### config.mk
export PLATFORM = sky130hd
export DESIGN_NAME = credential_base64_encoder_core
export DESIGN_NICKNAME = d
export VERILOG_FILES = /design/src/rtl/cb64e_pkg.sv /design/src/rtl/credential_base64_encoder_core.sv
export SDC_FILE = /design/constraint.sdc
export NUM_CORES = 1
export LEC_CHECK = 0
export ABC_CLOCK_PERIOD_IN_PS = 12200
export BUFFER_PORTS_ARGS = -buffer_cell sky130_fd_sc_hd__buf_2
export CAP_MARGIN = 40
export CELL_PAD_IN_SITES_DETAIL_PLACEMENT = 0
export CELL_PAD_IN_SITES_GLOBAL_PLACEMENT = 1
export CORE_MARGIN = 2
export CORE_UTILIZATION = 35
export CTS_BUF_LIST = sky130_fd_sc_hd__clkbuf_16
export CTS_CLUSTER_SIZE = 16
export DETAILED_ROUTE_END_ITERATION = 8
export GPL_ROUTABILITY_DRIVEN = 0
export PLACE_DENSITY_LB_ADDON = 0.05
export SLEW_MARGIN = 40
export SYNTH_ARGS = -nofsm -noshare
export SYNTH_HDL_FRONTEND = slang
export SYNTH_SLANG_ARGS = --single-unit
### constraint.sdc
create_clock -name aclk -period 12.2 [get_ports aclk]
set_input_delay 2.44 -clock aclk [delete_from_list [all_inputs] [get_ports aclk]]
set_output_delay 2.44 -clock aclk [all_outputs]
set_load 0.005 [all_outputs]
### src/rtl/cb64e_pkg.sv
`timescale 1ns / 1ps

package cb64e_pkg;

    // Fixed field widths of the ports.
    localparam int unsigned CFG_W   = 13;
    localparam int unsigned BYTE_W  = 8;
    localparam int unsigned CHAR_W  = 7;
    localparam int unsigned NEED_W  = 14;
    localparam int unsigned GROUP_W = 13;

    localparam int unsigned MAX_OUT_SIZE_DEF = 4096;

    // Group counter saturates here; four times it saturates the length field.
    localparam logic [GROUP_W-1:0] GROUP_MAX = 13'h1FFF;
    localparam logic [NEED_W-1:0]  NEED_MAX  = 14'h3FFF;

    localparam logic [BYTE_W-1:0] SEP_COLON = 8'h3A;
    localparam logic [CHAR_W-1:0] PAD_CHAR  = 7'h3D;

    // Padding modes of one group: full, one pad, two pads.
    localparam logic [1:0] FILL_NONE = 2'd0;
    localparam logic [1:0] FILL_ONE  = 2'd1;
    localparam logic [1:0] FILL_TWO  = 2'd2;

    typedef struct packed {
        logic [BYTE_W-1:0] b0;
        logic [BYTE_W-1:0] b1;
        logic [1:0]        cnt;
    } hold_t;

    // Index 0 is the first character of the group.
    typedef logic [3:0][CHAR_W-1:0] quad_t;

    function automatic logic [CHAR_W-1:0] b64_char(input logic [5:0] v);
        logic [CHAR_W-1:0] c;
        if (v < 6'd26) begin
            c = 7'(v) + 7'd65;
        end else if (v < 6'd52) begin
            c = 7'(v) + 7'd71;
        end else if (v < 6'd62) begin
            c = 7'(v) - 7'd4;
        end else if (v == 6'd62) begin
            c = 7'h2B;
        end else begin
            c = 7'h2F;
        end
        return c;
    endfunction

    function automatic quad_t group_chars(input logic [BYTE_W-1:0] b0,
                                          input logic [BYTE_W-1:0] b1,
                                          input logic [BYTE_W-1:0] b2,
                                          input logic [1:0]        fill);
        quad_t q;
        q[0] = b64_char(b0[7:2]);
        q[1] = b64_char({b0[1:0], b1[7:4]});
        q[2] = (fill == FILL_TWO) ? PAD_CHAR : b64_char({b1[3:0], b2[7:6]});
        q[3] = (fill != FILL_NONE) ? PAD_CHAR : b64_char(b2[5:0]);
        return q;
    endfunction

    // Adds one byte to the held bytes; a third byte completes a group and empties them.
    function automatic hold_t push_hold(input hold_t h, input logic [BYTE_W-1:0] b);
        hold_t r;
        r = h;
        case (h.cnt)
            2'd0: begin
                r.b0  = b;
                r.cnt = 2'd1;
            end
            2'd1: begin
                r.b1  = b;
                r.cnt = 2'd2;
            end
            default: begin
                r.cnt = 2'd0;
            end
        endcase
        return r;
    endfunction

endpackage

### src/rtl/credential_base64_encoder_core.sv
`timescale 1ns / 1ps

// Base64 encoder for a "user:password" credential stream. User-name bytes
// come first, then password bytes; the block inserts the ':' separator
// before the first password byte (or at the end of the stream when no
// password byte came and bytes are still held), encodes each group of three
// bytes into four characters, and pads the final group with '='. One output
// transaction carries one character. Characters at position out_size-1 and
// beyond are dropped, but every group still counts four toward
// needed_length, which is reported on the final transaction of an item with
// last set; such an item always gives at least one transaction (with
// char_valid low when it wrote nothing). An item without last that writes
// nothing gives no output transaction. Timing: an accepted item is held in
// the input register, then all of its characters are computed in a single
// pass and loaded into an eight-entry result buffer that is sent one
// character per cycle while m_ready is high. An item gives at most eight
// output transactions and holds the buffer until its final one is taken;
// the next item is loaded in the same cycle that the previous item's final
// transaction is taken, so items that give zero or one transaction stream
// at one per cycle while m_ready is high. Configuration is written through
// the cfg channel, which is always ready, and must only be written while idle.

module credential_base64_encoder_core #(
    parameter int unsigned MAX_OUT_SIZE = cb64e_pkg::MAX_OUT_SIZE_DEF
) (
    input  logic                           aclk,
    input  logic                           aresetn,

    input  logic                           cfg_valid,
    output logic                           cfg_ready,
    input  logic [cb64e_pkg::CFG_W-1:0]    cfg_data,

    input  logic                           s_valid,
    output logic                           s_ready,
    input  logic [cb64e_pkg::BYTE_W-1:0]   s_data_byte,
    input  logic                           s_is_password,
    input  logic                           s_has_byte,
    input  logic                           s_last,

    output logic                           m_valid,
    input  logic                           m_ready,
    output logic [cb64e_pkg::CHAR_W-1:0]   m_out_char,
    output logic                           m_char_valid,
    output logic [cb64e_pkg::NEED_W-1:0]   m_needed_length,
    output logic                           m_last_of_run
);

    import cb64e_pkg::*;

    // Wide enough to hold the clamped buffer size and the characters written.
    localparam int unsigned SIZE_W = $clog2(MAX_OUT_SIZE + 1);

    // Configured buffer size, already clamped to MAX_OUT_SIZE.
    logic [SIZE_W-1:0] size_reg, size_next;

    // Input register.
    logic              a_valid_reg, a_valid_next;
    logic [BYTE_W-1:0] a_data_reg;
    logic              a_pw_reg;
    logic              a_has_reg;
    logic              a_last_reg;

    // Encoder state of the running credential.
    hold_t              hold_reg, hold_next;
    logic               sep_reg, sep_next;
    logic [SIZE_W-1:0]  cw_reg, cw_next;
    logic [GROUP_W-1:0] gt_reg, gt_next;

    // Result buffer: characters of one item, sent in order.
    logic [7:0][CHAR_W-1:0] char_reg, char_next;
    logic [3:0]             left_reg, left_next;
    logic [2:0]             idx_reg, idx_next;
    logic                   has_chars_reg, has_chars_next;
    logic                   out_last_reg, out_last_next;
    logic [NEED_W-1:0]      need_reg, need_next;

    // Single-pass encoding of the item in the input register.
    hold_t        h_b, h_c;
    logic         sep_pw, sep_run, sep_last;
    logic         grp_a_vld, grp_b_vld;
    logic [BYTE_W-1:0] ga0, ga1, ga2, gb0, gb1, gb2;
    logic [1:0]   gb_fill;
    quad_t        quad_a, quad_b;
    logic [3:0]   n_gen, n_wr;
    logic [SIZE_W:0] cw_p1, room;
    logic [GROUP_W:0] gt_sum;
    logic [GROUP_W-1:0] gt_new;
    logic [NEED_W-1:0]  need_new;

    logic buf_free, a_move, out_take;

    assign cfg_ready = 1'b1;

    assign out_take = m_valid && m_ready;
    assign buf_free = (left_reg == 4'd0) || ((left_reg == 4'd1) && m_ready);
    assign a_move   = a_valid_reg && buf_free;
    assign s_ready  = !a_valid_reg || a_move;

    always_comb begin
        // A password byte ahead of the separator first pushes ':'.
        sep_pw    = a_has_reg && a_pw_reg && !sep_reg;
        grp_a_vld = 1'b0;
        ga0       = hold_reg.b0;
        ga1       = hold_reg.b1;
        ga2       = SEP_COLON;
        h_b       = hold_reg;
        if (sep_pw) begin
            if (hold_reg.cnt == 2'd2) begin
                grp_a_vld = 1'b1;
            end
            h_b = push_hold(hold_reg, SEP_COLON);
        end
        h_c = h_b;
        if (a_has_reg) begin
            if (h_b.cnt == 2'd2) begin
                grp_a_vld = 1'b1;
                ga0       = h_b.b0;
                ga1       = h_b.b1;
                ga2       = a_data_reg;
            end
            h_c = push_hold(h_b, a_data_reg);
        end
        sep_run = sep_reg || sep_pw;

        // End of stream: late separator if bytes are held, then the padded group.
        sep_last  = a_last_reg && !sep_run && (h_c.cnt != 2'd0);
        grp_b_vld = 1'b0;
        gb0       = h_c.b0;
        gb1       = h_c.b1;
        gb2       = '0;
        gb_fill   = FILL_NONE;
        if (a_last_reg && (h_c.cnt == 2'd2)) begin
            grp_b_vld = 1'b1;
            if (sep_last) begin
                gb2 = SEP_COLON;
            end else begin
                gb_fill = FILL_ONE;
            end
        end else if (a_last_reg && (h_c.cnt == 2'd1)) begin
            grp_b_vld = 1'b1;
            if (sep_last) begin
                gb1     = SEP_COLON;
                gb_fill = FILL_ONE;
            end else begin
                gb1     = '0;
                gb_fill = FILL_TWO;
            end
        end

        quad_a = group_chars(ga0, ga1, ga2, FILL_NONE);
        quad_b = group_chars(gb0, gb1, gb2, gb_fill);
        n_gen  = {1'b0, ({1'b0, grp_a_vld} + {1'b0, grp_b_vld}), 1'b0} << 1;

        // Characters still allowed before the buffer limit.
        cw_p1 = {1'b0, cw_reg} + {{SIZE_W{1'b0}}, 1'b1};
        if ({1'b0, size_reg} > cw_p1) begin
            room = {1'b0, size_reg} - cw_p1;
        end else begin
            room = '0;
        end
        if (room < (SIZE_W+1)'(n_gen)) begin
            n_wr = room[3:0];
        end else begin
            n_wr = n_gen;
        end

        gt_sum = {1'b0, gt_reg} + (GROUP_W+1)'(grp_a_vld) + (GROUP_W+1)'(grp_b_vld);
        gt_new = (gt_sum > {1'b0, GROUP_MAX}) ? GROUP_MAX : gt_sum[GROUP_W-1:0];
        // Four per group; 4096 groups or more overflow the length field.
        need_new = gt_new[GROUP_W-1] ? NEED_MAX : {gt_new[GROUP_W-2:0], 2'b00};
    end

    always_comb begin
        size_next = size_reg;
        if (cfg_valid) begin
            if (32'(cfg_data) > 32'(MAX_OUT_SIZE)) begin
                size_next = SIZE_W'(MAX_OUT_SIZE);
            end else begin
                size_next = SIZE_W'(cfg_data);
            end
        end

        a_valid_next = a_valid_reg;
        if (s_valid && s_ready) begin
            a_valid_next = 1'b1;
        end else if (a_move) begin
            a_valid_next = 1'b0;
        end

        hold_next      = hold_reg;
        sep_next       = sep_reg;
        cw_next        = cw_reg;
        gt_next        = gt_reg;
        char_next      = char_reg;
        left_next      = left_reg;
        idx_next       = idx_reg;
        has_chars_next = has_chars_reg;
        out_last_next  = out_last_reg;
        need_next      = need_reg;

        if (a_move) begin
            // The first group found always goes first in the buffer.
            char_next[3:0] = grp_a_vld ? quad_a : quad_b;
            char_next[7:4] = quad_b;
            idx_next       = 3'd0;
            has_chars_next = (n_wr != 4'd0);
            out_last_next  = a_last_reg;
            need_next      = need_new;
            if (n_wr != 4'd0) begin
                left_next = n_wr;
            end else if (a_last_reg) begin
                left_next = 4'd1;
            end else begin
                left_next = 4'd0;
            end
            if (a_last_reg) begin
                hold_next = '0;
                sep_next  = 1'b0;
                cw_next   = '0;
                gt_next   = '0;
            end else begin
                hold_next = h_c;
                sep_next  = sep_run;
                cw_next   = cw_reg + SIZE_W'(n_wr);
                gt_next   = gt_new;
            end
        end else if (out_take) begin
            left_next = left_reg - 4'd1;
            idx_next  = idx_reg + 3'd1;
        end
    end

    always_ff @(posedge aclk) begin
        if (!aresetn) begin
            size_reg    <= SIZE_W'(MAX_OUT_SIZE);
            a_valid_reg <= 1'b0;
            hold_reg    <= '0;
            sep_reg     <= 1'b0;
            cw_reg      <= '0;
            gt_reg      <= '0;
            left_reg    <= '0;
            idx_reg     <= '0;
        end else begin
            size_reg    <= size_next;
            a_valid_reg <= a_valid_next;
            hold_reg    <= hold_next;
            sep_reg     <= sep_next;
            cw_reg      <= cw_next;
            gt_reg      <= gt_next;
            left_reg    <= left_next;
            idx_reg     <= idx_next;
        end
    end

    // Payload registers need no reset.
    always_ff @(posedge aclk) begin
        if (s_valid && s_ready) begin
            a_data_reg <= s_data_byte;
            a_pw_reg   <= s_is_password;
            a_has_reg  <= s_has_byte;
            a_last_reg <= s_last;
        end
        char_reg      <= char_next;
        has_chars_reg <= has_chars_next;
        out_last_reg  <= out_last_next;
        need_reg      <= need_next;
    end

    // The final transaction of an item is the one with a single entry left.
    assign m_valid         = (left_reg != 4'd0);
    assign m_char_valid    = has_chars_reg;
    assign m_out_char      = has_chars_reg ? char_reg[idx_reg] : '0;
    assign m_last_of_run   = (left_reg == 4'd1);
    assign m_needed_length = ((left_reg == 4'd1) && out_last_reg) ? need_reg : '0;

endmodule

==> out/qor.csv, run 1 <==
stage;metric;value;unit
timing;clock skew after layout;11.3;ps
place;Port Buffer Count;53;
logic_synthesis;yosys warns;0;
logic_synthesis;top-area cell type share of the netlist area;22.5;%
global_route;GRT Util Overall;20.3;%
hold_path;WHS Path Cells;2;
die;Die W;179;um
logic_synthesis;Netlist Area Pre-Place;10700;sq um
timing;Final Cycle Share;50.0;%
place;DP HPWL;23.9;mm
timing;Fin Setup TNS;0;ps
global_route;largest net degree at the start of global routing;56;
layout;max reg flops;54;
timing;fin crit period;6100;ps
critical_path;CP max-delay cell;dfxtp_1;
detailed_routing;# DRC;0;
layout;finished layout cell area;11800;sq um
power_and_ir_drop;Leakage;4.54;nW
timing;Final Setup Violations;0;
clock_network;clk_lat worst skew;440;ps
critical_path;critical path startpoint category;register;
clock_network;CTS hold repair buffers;0;
detailed_routing;Initial DRC Count;505;
clock_network;Clock Tree Buf Depth;2;
logic_synthesis;most used flip-flop cell after synthesis;edfxtp_1;
global_route;initial antenna violation count;1;
critical_path;reg2reg end;cw_reg[12];
clock_network;Setup Buffers After CTS;0;
clock_network;CTS buffer count;17;
clock_network;CTS Sinks;146;
timing;final hold vios;0;
layout;fin util;39.6;%
timing;Slew headroom;41.6;%
clock_network;Root Buffer;clkbuf_16;
critical_path;reg2reg start;cw_reg[1];
detailed_routing;DR WL/cell;19.3;um
layout;layout cells sized above 1;12.2;%
timing;worst hold margin;456;ps
place;dpl cells;1600;
global_route;grt ovf;0;
logic_synthesis;Avg Inst Size Synth;8.83;sq um
critical_path;crit path from;cw_reg[1];
place;Area after DPL;11200;sq um
logic_synthesis;post-synthesis sequential area ratio;34.9;%
logic_synthesis;post-synth top area cell;edfxtp_1;
layout;fin cells;1632;
clock_network;CTS H-tree lvls;4;
detailed_routing;final antenna-violating net count;0;
timing;Fmax;0.164;GHz
die;Initial Utilization;35.8;%
layout;Antenna diodes;0;
layout;area growth from synthesis to layout;10.5;%
logic_synthesis;main area contributors after synthesis;edfxtp_1, dfxtp_1, ha_1;
critical_path;CP max FO;7;
critical_path;crit-path max cell delay;460;ps
clock_network;TritonCTS clock tree;done;
job;Max Cap Viol;0;
clock_network;cts repair resizes;0;
critical_path;crit path DAT;6470;ps
die;core area;29800;sq um
power_and_ir_drop;VDD IR-drop max;111;uV
timing;Final Max Slew Viols;0;
detailed_routing;Routed WL;31.6;mm
critical_path;reg2reg path depth;26;
critical_path;crit path to;cw_reg[12];
logic_synthesis;Synth Register Bits;146;
logic_synthesis;gate count after technology mapping;1209;
logic_synthesis;Post-synth EDFFs;80;
run_status;status;completed;
power_and_ir_drop;Cell Pwr Density;144;nW/um^2
hold_path;Hold Crit Class;register to register;
die;Die Span Y;179;um
critical_path;CP required;12570;ps
layout;# nets final;1321;
detailed_routing;DR pass1 iterations;6;
critical_path;Crit Path Category;register to register;
logic_synthesis;count of cell types in the netlist;98;
global_route;first-pass GRT wire length;49.1;mm
detailed_routing;DR vias/cell;5.52;
die;full die area;31900;sq um
timing;unrepaired setup endpoints after global routing;no;
logic_synthesis;asr flop ratio synth;0;%
clock_network;clock slew at reported path FFs;70;ps
die;I/O Pins;55;
die;Rows;63;
logic_synthesis;Syn Nets;1301;
critical_path;R2R Setup Slk;6100;ps
layout;commonest non-fill, non-tap cell in the layout;nand2_1;
critical_path;Setup crit end kind;register;
detailed_routing;via count;9007;
layout;most frequent cells in the layout;nand2_1, o21ai_0, a21oi_1, edfxtp_1;
global_route;vias in the first global route;8654;
timing;worst slew pin tran;867;ps
[layout make-up]
class,instances,area (sq um)
fill,3075,18000
sequential,146,3720
tap,390,488
clock inverter,15,123
multi-input combinational,925,6380
inverter,72,273
clock buffer,17,425
timing repair buffer,67,370
[metal layers]
layer,part of all wire (%),vias to the layer above,wire [um],GRT usage (%)
met5,0,-,0,0
met4,1.1,0,353,4.64
met3,3.2,22,1020,3.26
met2,49,186,15500,34.9
met1,46,4303,14700,26.7
li1,-,4496,-,-
[synth_stat cells (all sizes together), types with 14 or more instances]
library cell,instances
a211oi,18
a21o,22
a21oi,82
a31oi,16
and2,17
and3,30
buf,15
clkbuf,51
dfxtp,66
edfxtp,80
ha,59
inv,71
mux2i,24
mux4,14
nand2,115
nand3,46
nor2,69
nor2b,31
nor3,24
o21ai,92
o22ai,16
xnor2,37
xor2,14
[report_power, final]
part | switching, mW | internal [mW] | leakage (nW) | total (mW)
sequential | 0.0644 | 0.609 | 1.26 | 0.674
combinational | 0.305 | 0.212 | 3.01 | 0.517
clock | 0.237 | 0.266 | 0.265 | 0.503
total | 0.607 | 1.09 | 4.54 | 1.69
[stage by stage]
stage | setup slack, ps | power [mW]
floorplan | 6170 | 1.04
global placement | 6280 | 1.21
detailed placement | 6150 | 1.20
CTS | 6100 | 1.71
global route | 5590 | 1.80
finish | 6100 | 1.69
[cell families (layout without fill, tap and decap cells)]
family | count (synthesis) | count (layout) | share of synthesized area, %
muxes | 44 | 44 | 5.87
other | 1 | 1 | 0.0351
buffers and inverters | 138 | 171 | 5.34
AOI/OAI and AO/OA | 344 | 344 | 21.0
xor gates and xnor gates | 51 | 51 | 4.36
and+or+nand+nor | 422 | 422 | 20.8
adders and majority gates | 63 | 63 | 7.67
DFF | 146 | 146 | 34.9
[critical path, delay by kind of cell, from the launching register on]
| family | cells | cell delay (ps) |
|---|---|---|
| xor+xnor | 1 | 90 |
| buf+inv | 1 | 90 |
| compound gates | 7 | 1370 |
| flops | 1 | 460 |
| fa+ha+maj | 5 | 1360 |
| simple gates | 12 | 2660 |
[worst min path at each step]
stage | start | end
floorplan | a_last_reg | out_last_reg
global placement | gt_reg[1] | gt_reg[1]
finish | gt_reg[1] | gt_reg[1]
global route | hold_reg[2] | hold_reg[2]
detailed placement | gt_reg[1] | gt_reg[1]
CTS | gt_reg[1] | gt_reg[1]
Note: power is estimated with default switching activity, not from simulation.
==> run 2, diff against run 1 <==
--- a/config.mk
+++ b/config.mk
@@ -5,7 +5,8 @@
 export SDC_FILE = /design/constraint.sdc
 export NUM_CORES = 1
 export LEC_CHECK = 0
-export ABC_CLOCK_PERIOD_IN_PS = 12200
+export ABC_AREA = 1
+export ABC_CLOCK_PERIOD_IN_PS = 5100
 export BUFFER_PORTS_ARGS = -buffer_cell sky130_fd_sc_hd__buf_2
 export CAP_MARGIN = 40
 export CELL_PAD_IN_SITES_DETAIL_PLACEMENT = 0
==> constraint.sdc (replaced) <==
create_clock -name aclk -period 5.1 [get_ports aclk]
set_input_delay 1.02 -clock aclk [delete_from_list [all_inputs] [get_ports aclk]]
set_output_delay 1.02 -clock aclk [all_outputs]
set_load 0.005 [all_outputs]
==> out/qor.csv, run 2 <==
stage;metric;value;unit;change
clock_network;CTS H-tree lvls;4;;unchanged
critical_path;CP top delay family;simple AND/OR/NAND/NOR gates;;
clock_network;Root Buffer;clkbuf_16;;
logic_synthesis;post-synth top area cell;edfxtp_1;;
global_route;initial antenna violation count;0;;-1
layout;Antenna diodes;0;;unchanged
logic_synthesis;Netlist Area Pre-Place;10500;sq um;-1.5%
critical_path;crit path DAT;4970;ps;-1500 ps
detailed_routing;via count;9590;;+6.5%
place;Area after DPL;11200;sq um;-0.15%
layout;fin cells;1902;;+17%
place;DP HPWL;24.7;mm;+3.2%
die;I/O Pins;55;;unchanged
clock_network;CTS Sinks;146;;unchanged
critical_path;CP required;5430;ps;-7140 ps
logic_synthesis;Avg Inst Size Synth;7.26;sq um;-18%
logic_synthesis;most frequent cells after synthesis;nand2_1, inv_1, nor2_1;;
layout;max reg flops;54;;unchanged
place;dpl cells;1866;;+17%
clock_network;clk_lat worst skew;430;ps;about the same
die;Die Span Y;177;um;-0.73%
die;core area;29600;sq um;-0.53%
timing;Slew headroom;50.9;%;+9.3 points
critical_path;Setup crit end kind;register;;
global_route;grt ovf;0;;unchanged
layout;fillers;3107;;+1.0%
timing;worst slew pin tran;730;ps;-137 ps
clock_network;CTS buffer count;17;;unchanged
power_and_ir_drop;Leakage;5.24;nW;+16%
detailed_routing;Routed WL;31.6;mm;+0.28%
logic_synthesis;most used flip-flop cell after synthesis;edfxtp_1;;
job;Max Cap Viol;0;;unchanged
clock_network;CTS hold repair buffers;0;;unchanged
logic_synthesis;yosys warns;0;;unchanged
layout;# nets final;1591;;+20%
logic_synthesis;Syn Nets;1539;;+18%
critical_path;Crit Path Category;register to register;;
logic_synthesis;post-synthesis sequential area ratio;35.4;%;+0.53 points
layout;area growth from synthesis to layout;13.3;%;
logic_synthesis;Post-synth EDFFs;80;;unchanged
critical_path;most used cell, CP;nand2_1;;
critical_path;worst path bufs/invs;4;;+3
timing;Final Max Slew Viols;0;;unchanged
critical_path;crit-path max cell delay;380;ps;-80 ps
timing;clock skew after layout;14.7;ps;+3.42 ps
logic_synthesis;count leader, synth;nand2_1;;
run_status;status;completed;;
logic_synthesis;count of cell types in the netlist;64;;-35%
logic_synthesis;main area contributors after synthesis;edfxtp_1, dfxtp_1, nand2_1;;
logic_synthesis;Synth Register Bits;146;;unchanged
layout;most frequent cells in the layout;nand2_1, inv_1, nor2_1, o21ai_0, nand3_1;;
die;Initial Utilization;35.5;%;-0.35 points
logic_synthesis;top-area cell type share of the netlist area;22.9;%;+0.34 points
critical_path;CP max-delay cell;dfxtp_2;;
global_route;largest net degree at the start of global routing;76;;+36%
critical_path;R2R Setup Slk;470;ps;-5630 ps
clock_network;TritonCTS clock tree;done;;
timing;Fmax;0.216;GHz;+32%
timing;Final Cycle Share;90.8;%;+41 points
detailed_routing;final antenna-violating net count;0;;unchanged
global_route;vias in the first global route;9222;;+6.6%
place;Port Buffer Count;53;;unchanged
layout;commonest non-fill, non-tap cell in the layout;nand2_1;;
power_and_ir_drop;VDD IR-drop max;237;uV;+110%
power_and_ir_drop;Cell Pwr Density;384;nW/um^2;+170%
hold_path;Hold Crit Class;register to register;;
timing;final hold vios;0;;unchanged
clock_network;Clock Tree Buf Depth;2;;unchanged
die;full die area;31400;sq um;-1.5%
global_route;GRT Util Overall;20.7;%;+0.42 points
detailed_routing;Initial DRC Count;678;;+34%
die;Die W;177;um;-0.73%
detailed_routing;DR vias/cell;5.04;;-8.6%
global_route;first-pass GRT wire length;50.7;mm;+3.3%
timing;Final Setup Violations;0;;unchanged
timing;fin crit period;4630;ps;-1470 ps
logic_synthesis;gate count after technology mapping;1447;;+20%
critical_path;CP max FO;5;;-2
die;Rows;63;;unchanged
layout;layout cells sized above 1;12.6;%;+0.33 points
detailed_routing;# DRC;0;;unchanged
clock_network;clock slew at reported path FFs;70;ps;about the same
critical_path;critical path startpoint category;register;;
logic_synthesis;asr flop ratio synth;0;%;unchanged
detailed_routing;DR WL/cell;16.6;um;-14%
detailed_routing;DR pass1 iterations;7;;+1
layout;finished layout cell area;11900;sq um;+1.0%
## run 2: cell types whose count changed after synthesis, moves of 21 or more
cell / change
and3_1: -29
clkbuf_1: -21
inv_1: +130
mux2i_1: -24
nand2_1: +192
nand3_1: +40
nor2_1: +76
nor2b_1: -30
o21ai_0: +25
## run 2: final cells by class
type | count | area (sq um) | area share, %
Tap cell | 390 | 488 | 4.10
Multi-Input combinational cell | 1042 | 5870 | 49.3
Inverter | 221 | 835 | 7.01
Clock buffer | 17 | 425 | 3.57
Clock inverter | 15 | 146 | 1.23
Timing Repair Buffer | 71 | 408 | 3.43
Sequential cell | 146 | 3730 | 31.4
## run 2: worst paths after layout
path,from,to,cells past startpoint
setup / recovery,cw_reg[0],cw_reg[11],30
setup reg to reg,cw_reg[0],cw_reg[11],30
hold / removal,left_reg[1],left_reg[1],2
hold reg to reg,left_reg[1],left_reg[1],2
## run 2: cells by family (layout without fill, tap and decap cells)
group	Yosys count	after routing	share of synthesized area, %
flops	146	146	35.4
other cells	1	1	0.0357
buf+inv	259	324	9.55
fa+ha+maj	63	63	7.78
simple gates	621	621	25.8
xor+xnor	42	42	3.50
compound gates	315	315	17.9
## run 2: metrics by stage
stage	hold slack, ps	setup TNS [ps]	utilization (%)	setup slack [ps]	total power [mW]
after global routing	505	-6.60	40.2	-5.21	4.88
after global placement	453	0	37.8	271	3.34
after floorplan	443	0	-	301	2.78
after detailed placement	458	0	37.9	125	3.33
after CTS	469	0	39.8	89.9	4.60
final	470	0	40.2	468	4.57
## run 2: report_power, final
part / switching (mW) / total (mW) / internal, mW / leakage (nW)
combinational: 1.16 / 1.69 / 0.525 / 3.70
clock: 0.573 / 1.26 / 0.688 / 0.278
sequential: 0.105 / 1.62 / 1.52 / 1.26
total: 1.84 / 4.57 / 2.73 / 5.24
## run 2: layer usage
layer  routed length (um)  up-vias  GRT usage [%]
li1                     -     4926              -
met4                  684        0           6.22
met5                    0        -              0
met3                 1160       33           2.27
met2                13400      187           31.5
met1                16400     4444           30.8
## run 2: worst min-delay path: stages, from the launching register on
cell	delay, ps
dfxtp_1	310
nand2_1	60
a21oi_1	60
## run 2: what timing repair did
action / CTS / global route
resized for setup: 0 / 21
endpoints found under the setup margin: 0 / 8
buffers inserted: 0 / 4
==> run 3, diff against run 2 <==
--- a/config.mk
+++ b/config.mk
@@ -17,7 +17,7 @@
 export CTS_CLUSTER_SIZE = 16
 export DETAILED_ROUTE_END_ITERATION = 8
 export GPL_ROUTABILITY_DRIVEN = 0
-export PLACE_DENSITY_LB_ADDON = 0.05
+export PLACE_DENSITY = 0.63
 export SLEW_MARGIN = 40
 export SYNTH_ARGS = -nofsm -noshare
 export SYNTH_HDL_FRONTEND = slang
==> out/qor.csv, run 3 (synthesized netlist as in run 2, its figures left out) <==
stage;metric;value;unit;change
detailed_routing;# DRC;0;;unchanged
critical_path;reg2reg path depth;31;;+3.3%
power_and_ir_drop;sw frac;40.2;%;-0.065 points
timing;post-route setup slack;466;ps;-1.67 ps
critical_path;Crit Path Category;register to register;;
critical_path;crit path DAT;4990;ps;+20 ps
layout;# nets final;1588;;-0.19%
timing;worst slew pin tran;731;ps;+1.54 ps
detailed_routing;DR pass1 iterations;5;;-2
detailed_routing;Initial DRC Count;672;;-0.88%
job;Max Cap Viol;0;;unchanged
timing;clock skew after layout;19.6;ps;+4.94 ps
global_route;GRT Util Overall;20.6;%;-0.13 points
timing;final hold vios;0;;unchanged
power_and_ir_drop;Clk pwr share;27.6;%;about the same
layout;area growth from synthesis to layout;13.0;%;
timing;Slew headroom;51.2;%;+0.28 points
run_status;status;completed;;
timing;fin crit period;4630;ps;+1.67 ps
clock_network;CTS Sinks;146;;unchanged
layout;max reg flops;54;;unchanged
global_route;first-pass GRT wire length;50.5;mm;-0.39%
global_route;grt ovf;0;;unchanged
place;Area after DPL;11200;sq um;-0.47%
place;DP HPWL;24.4;mm;-1.3%
clock_network;CTS hold repair buffers;0;;unchanged
die;Rows;63;;unchanged
critical_path;Setup crit end kind;register;;
clock_network;TritonCTS clock tree;done;;
power_and_ir_drop;VDD IR-drop max;256;uV;+7.8%
clock_network;CTS buffer count;17;;unchanged
detailed_routing;Routed WL;31.9;mm;+0.71%
place;Place WS;238;ps;+112 ps
power_and_ir_drop;switching power;1.83;mW;-0.64%
layout;Antenna diodes;0;;unchanged
clock_network;clk_lat worst skew;430;ps;about the same
clock_network;CTS H-tree lvls;4;;unchanged
power_and_ir_drop;power share of the combinational group;36.6;%;-0.3 points
layout;most frequent cells in the layout;nand2_1, inv_1, nor2_1, o21ai_0, nand3_1;;
die;core area;29600;sq um;unchanged
critical_path;critical path startpoint category;register;;
critical_path;CP max FO;6;;+1
hold_path;WHS Path Cells;2;;unchanged
hold_path;Hold Crit Class;register to register;;
critical_path;CP max-delay cell;dfxtp_4;;
timing;Final Setup Violations;0;;unchanged
global_route;vias in the first global route;8968;;-2.8%
die;full die area;31400;sq um;unchanged
clock_network;Clock Tree Buf Depth;2;;unchanged
layout;finished layout cell area;11900;sq um;-0.20%
place;Port Buffer Count;53;;unchanged
global_route;initial antenna violation count;0;;unchanged
power_and_ir_drop;Seq pwr share;35.8;%;+0.3 points
clock_network;Root Buffer;clkbuf_16;;
detailed_routing;DR vias/cell;5.07;;+0.52%
critical_path;CP required;5460;ps;+30 ps
layout;fillers;3210;;+3.3%
die;Die Span Y;177;um;unchanged
detailed_routing;via count;9625;;+0.36%
timing;Fmax;0.216;GHz;about the same
die;I/O Pins;55;;unchanged
clock_network;clock slew at reported path FFs;70;ps;about the same
die;Initial Utilization;35.5;%;unchanged
timing;Final Max Slew Viols;0;;unchanged
critical_path;crit-path max cell delay;390;ps;about the same
die;Die W;177;um;unchanged
detailed_routing;final antenna-violating net count;0;;unchanged
layout;commonest non-fill, non-tap cell in the layout;nand2_1;;
power_and_ir_drop;Power Internal;2.72;mW;-0.37%
timing;Final Cycle Share;90.9;%;about the same
critical_path;most used cell, CP;nand2_1;;
power_and_ir_drop;Cell Pwr Density;383;nW/um^2;-0.28%
power_and_ir_drop;Leakage;5.21;nW;-0.59%
detailed_routing;DR WL/cell;16.8;um;+0.87%
global_route;largest net degree at the start of global routing;63;;-17%
layout;layout cells sized above 1;12.7;%;+0.091 points
[run 3: layer usage]
metal | vias up | routed length [um] | share of wire, % | track usage [%]
met1 | 4470 | 16700 | 53 | 31.7
met2 | 210 | 13600 | 43 | 31.0
met3 | 16 | 1290 | 4.0 | 2.42
met4 | 0 | 230 | 0.72 | 3.83
met5 | - | 0 | 0 | 0
li1 | 4929 | - | - | -
[run 3: cell type report]
type                    instances  area [sq um]  share of cell area, %
clock buffers                  17           425                   3.58
clock inverters                15           149                   1.25
inverters                     221           835                   7.02
multi-input cells            1042          5870                   49.4
flip-flops and latches        146          3730                   31.4
well taps                     390           488                   4.11
repair buffers                 68           382                   3.21
[run 3: through the flow]
stage,TNS (ps),cells,hold WS [ps],power (mW),util (%)
2_1_floorplan,0,1447,443,2.78,-
3_3_place_gp,0,1860,457,3.30,37.7
3_5_place_dp,0,1860,458,3.30,37.7
4_1_cts,0,1892,467,4.57,39.6
5_1_grt,-15.2,1899,514,4.85,40.1
6_report,0,1899,468,4.55,40.1
[run 3: critical path: cells and delay by family (launching register included)]
family / cells / cell delay (ps)
simple gates: 16 / 1860
buf+inv: 6 / 530
flops: 1 / 390
xor+xnor: 1 / 150
compound gates: 4 / 540
fa+ha+maj: 4 / 1080
[run 3: path summary, 6_finish.rpt]
check         startpoint          end  slack (ps)
max reg2reg    cw_reg[1]    cw_reg[9]         470
min reg2reg  left_reg[1]  left_reg[1]         470
min          left_reg[1]  left_reg[1]         470
max            cw_reg[1]    cw_reg[9]         470
[run 3: repair_timing]
item,in CTS,in global routing
endpoints found under the setup margin,0,19
endpoints found under the hold margin,0,0
buffers inserted,0,7
resized for setup,0,23
[run 3: power by group through the flow]
| stage | clock network [mW] | registers, mW | logic, mW |
|---|---|---|---|
| final | 1.26 | 1.63 | 1.66 |
| after global routing | 1.33 | 1.65 | 1.88 |
| after CTS | 1.28 | 1.63 | 1.66 |
| after detailed placement | 0 | 1.66 | 1.65 |
| after global placement | 0 | 1.65 | 1.65 |
| after floorplan | 0 | 1.60 | 1.17 |
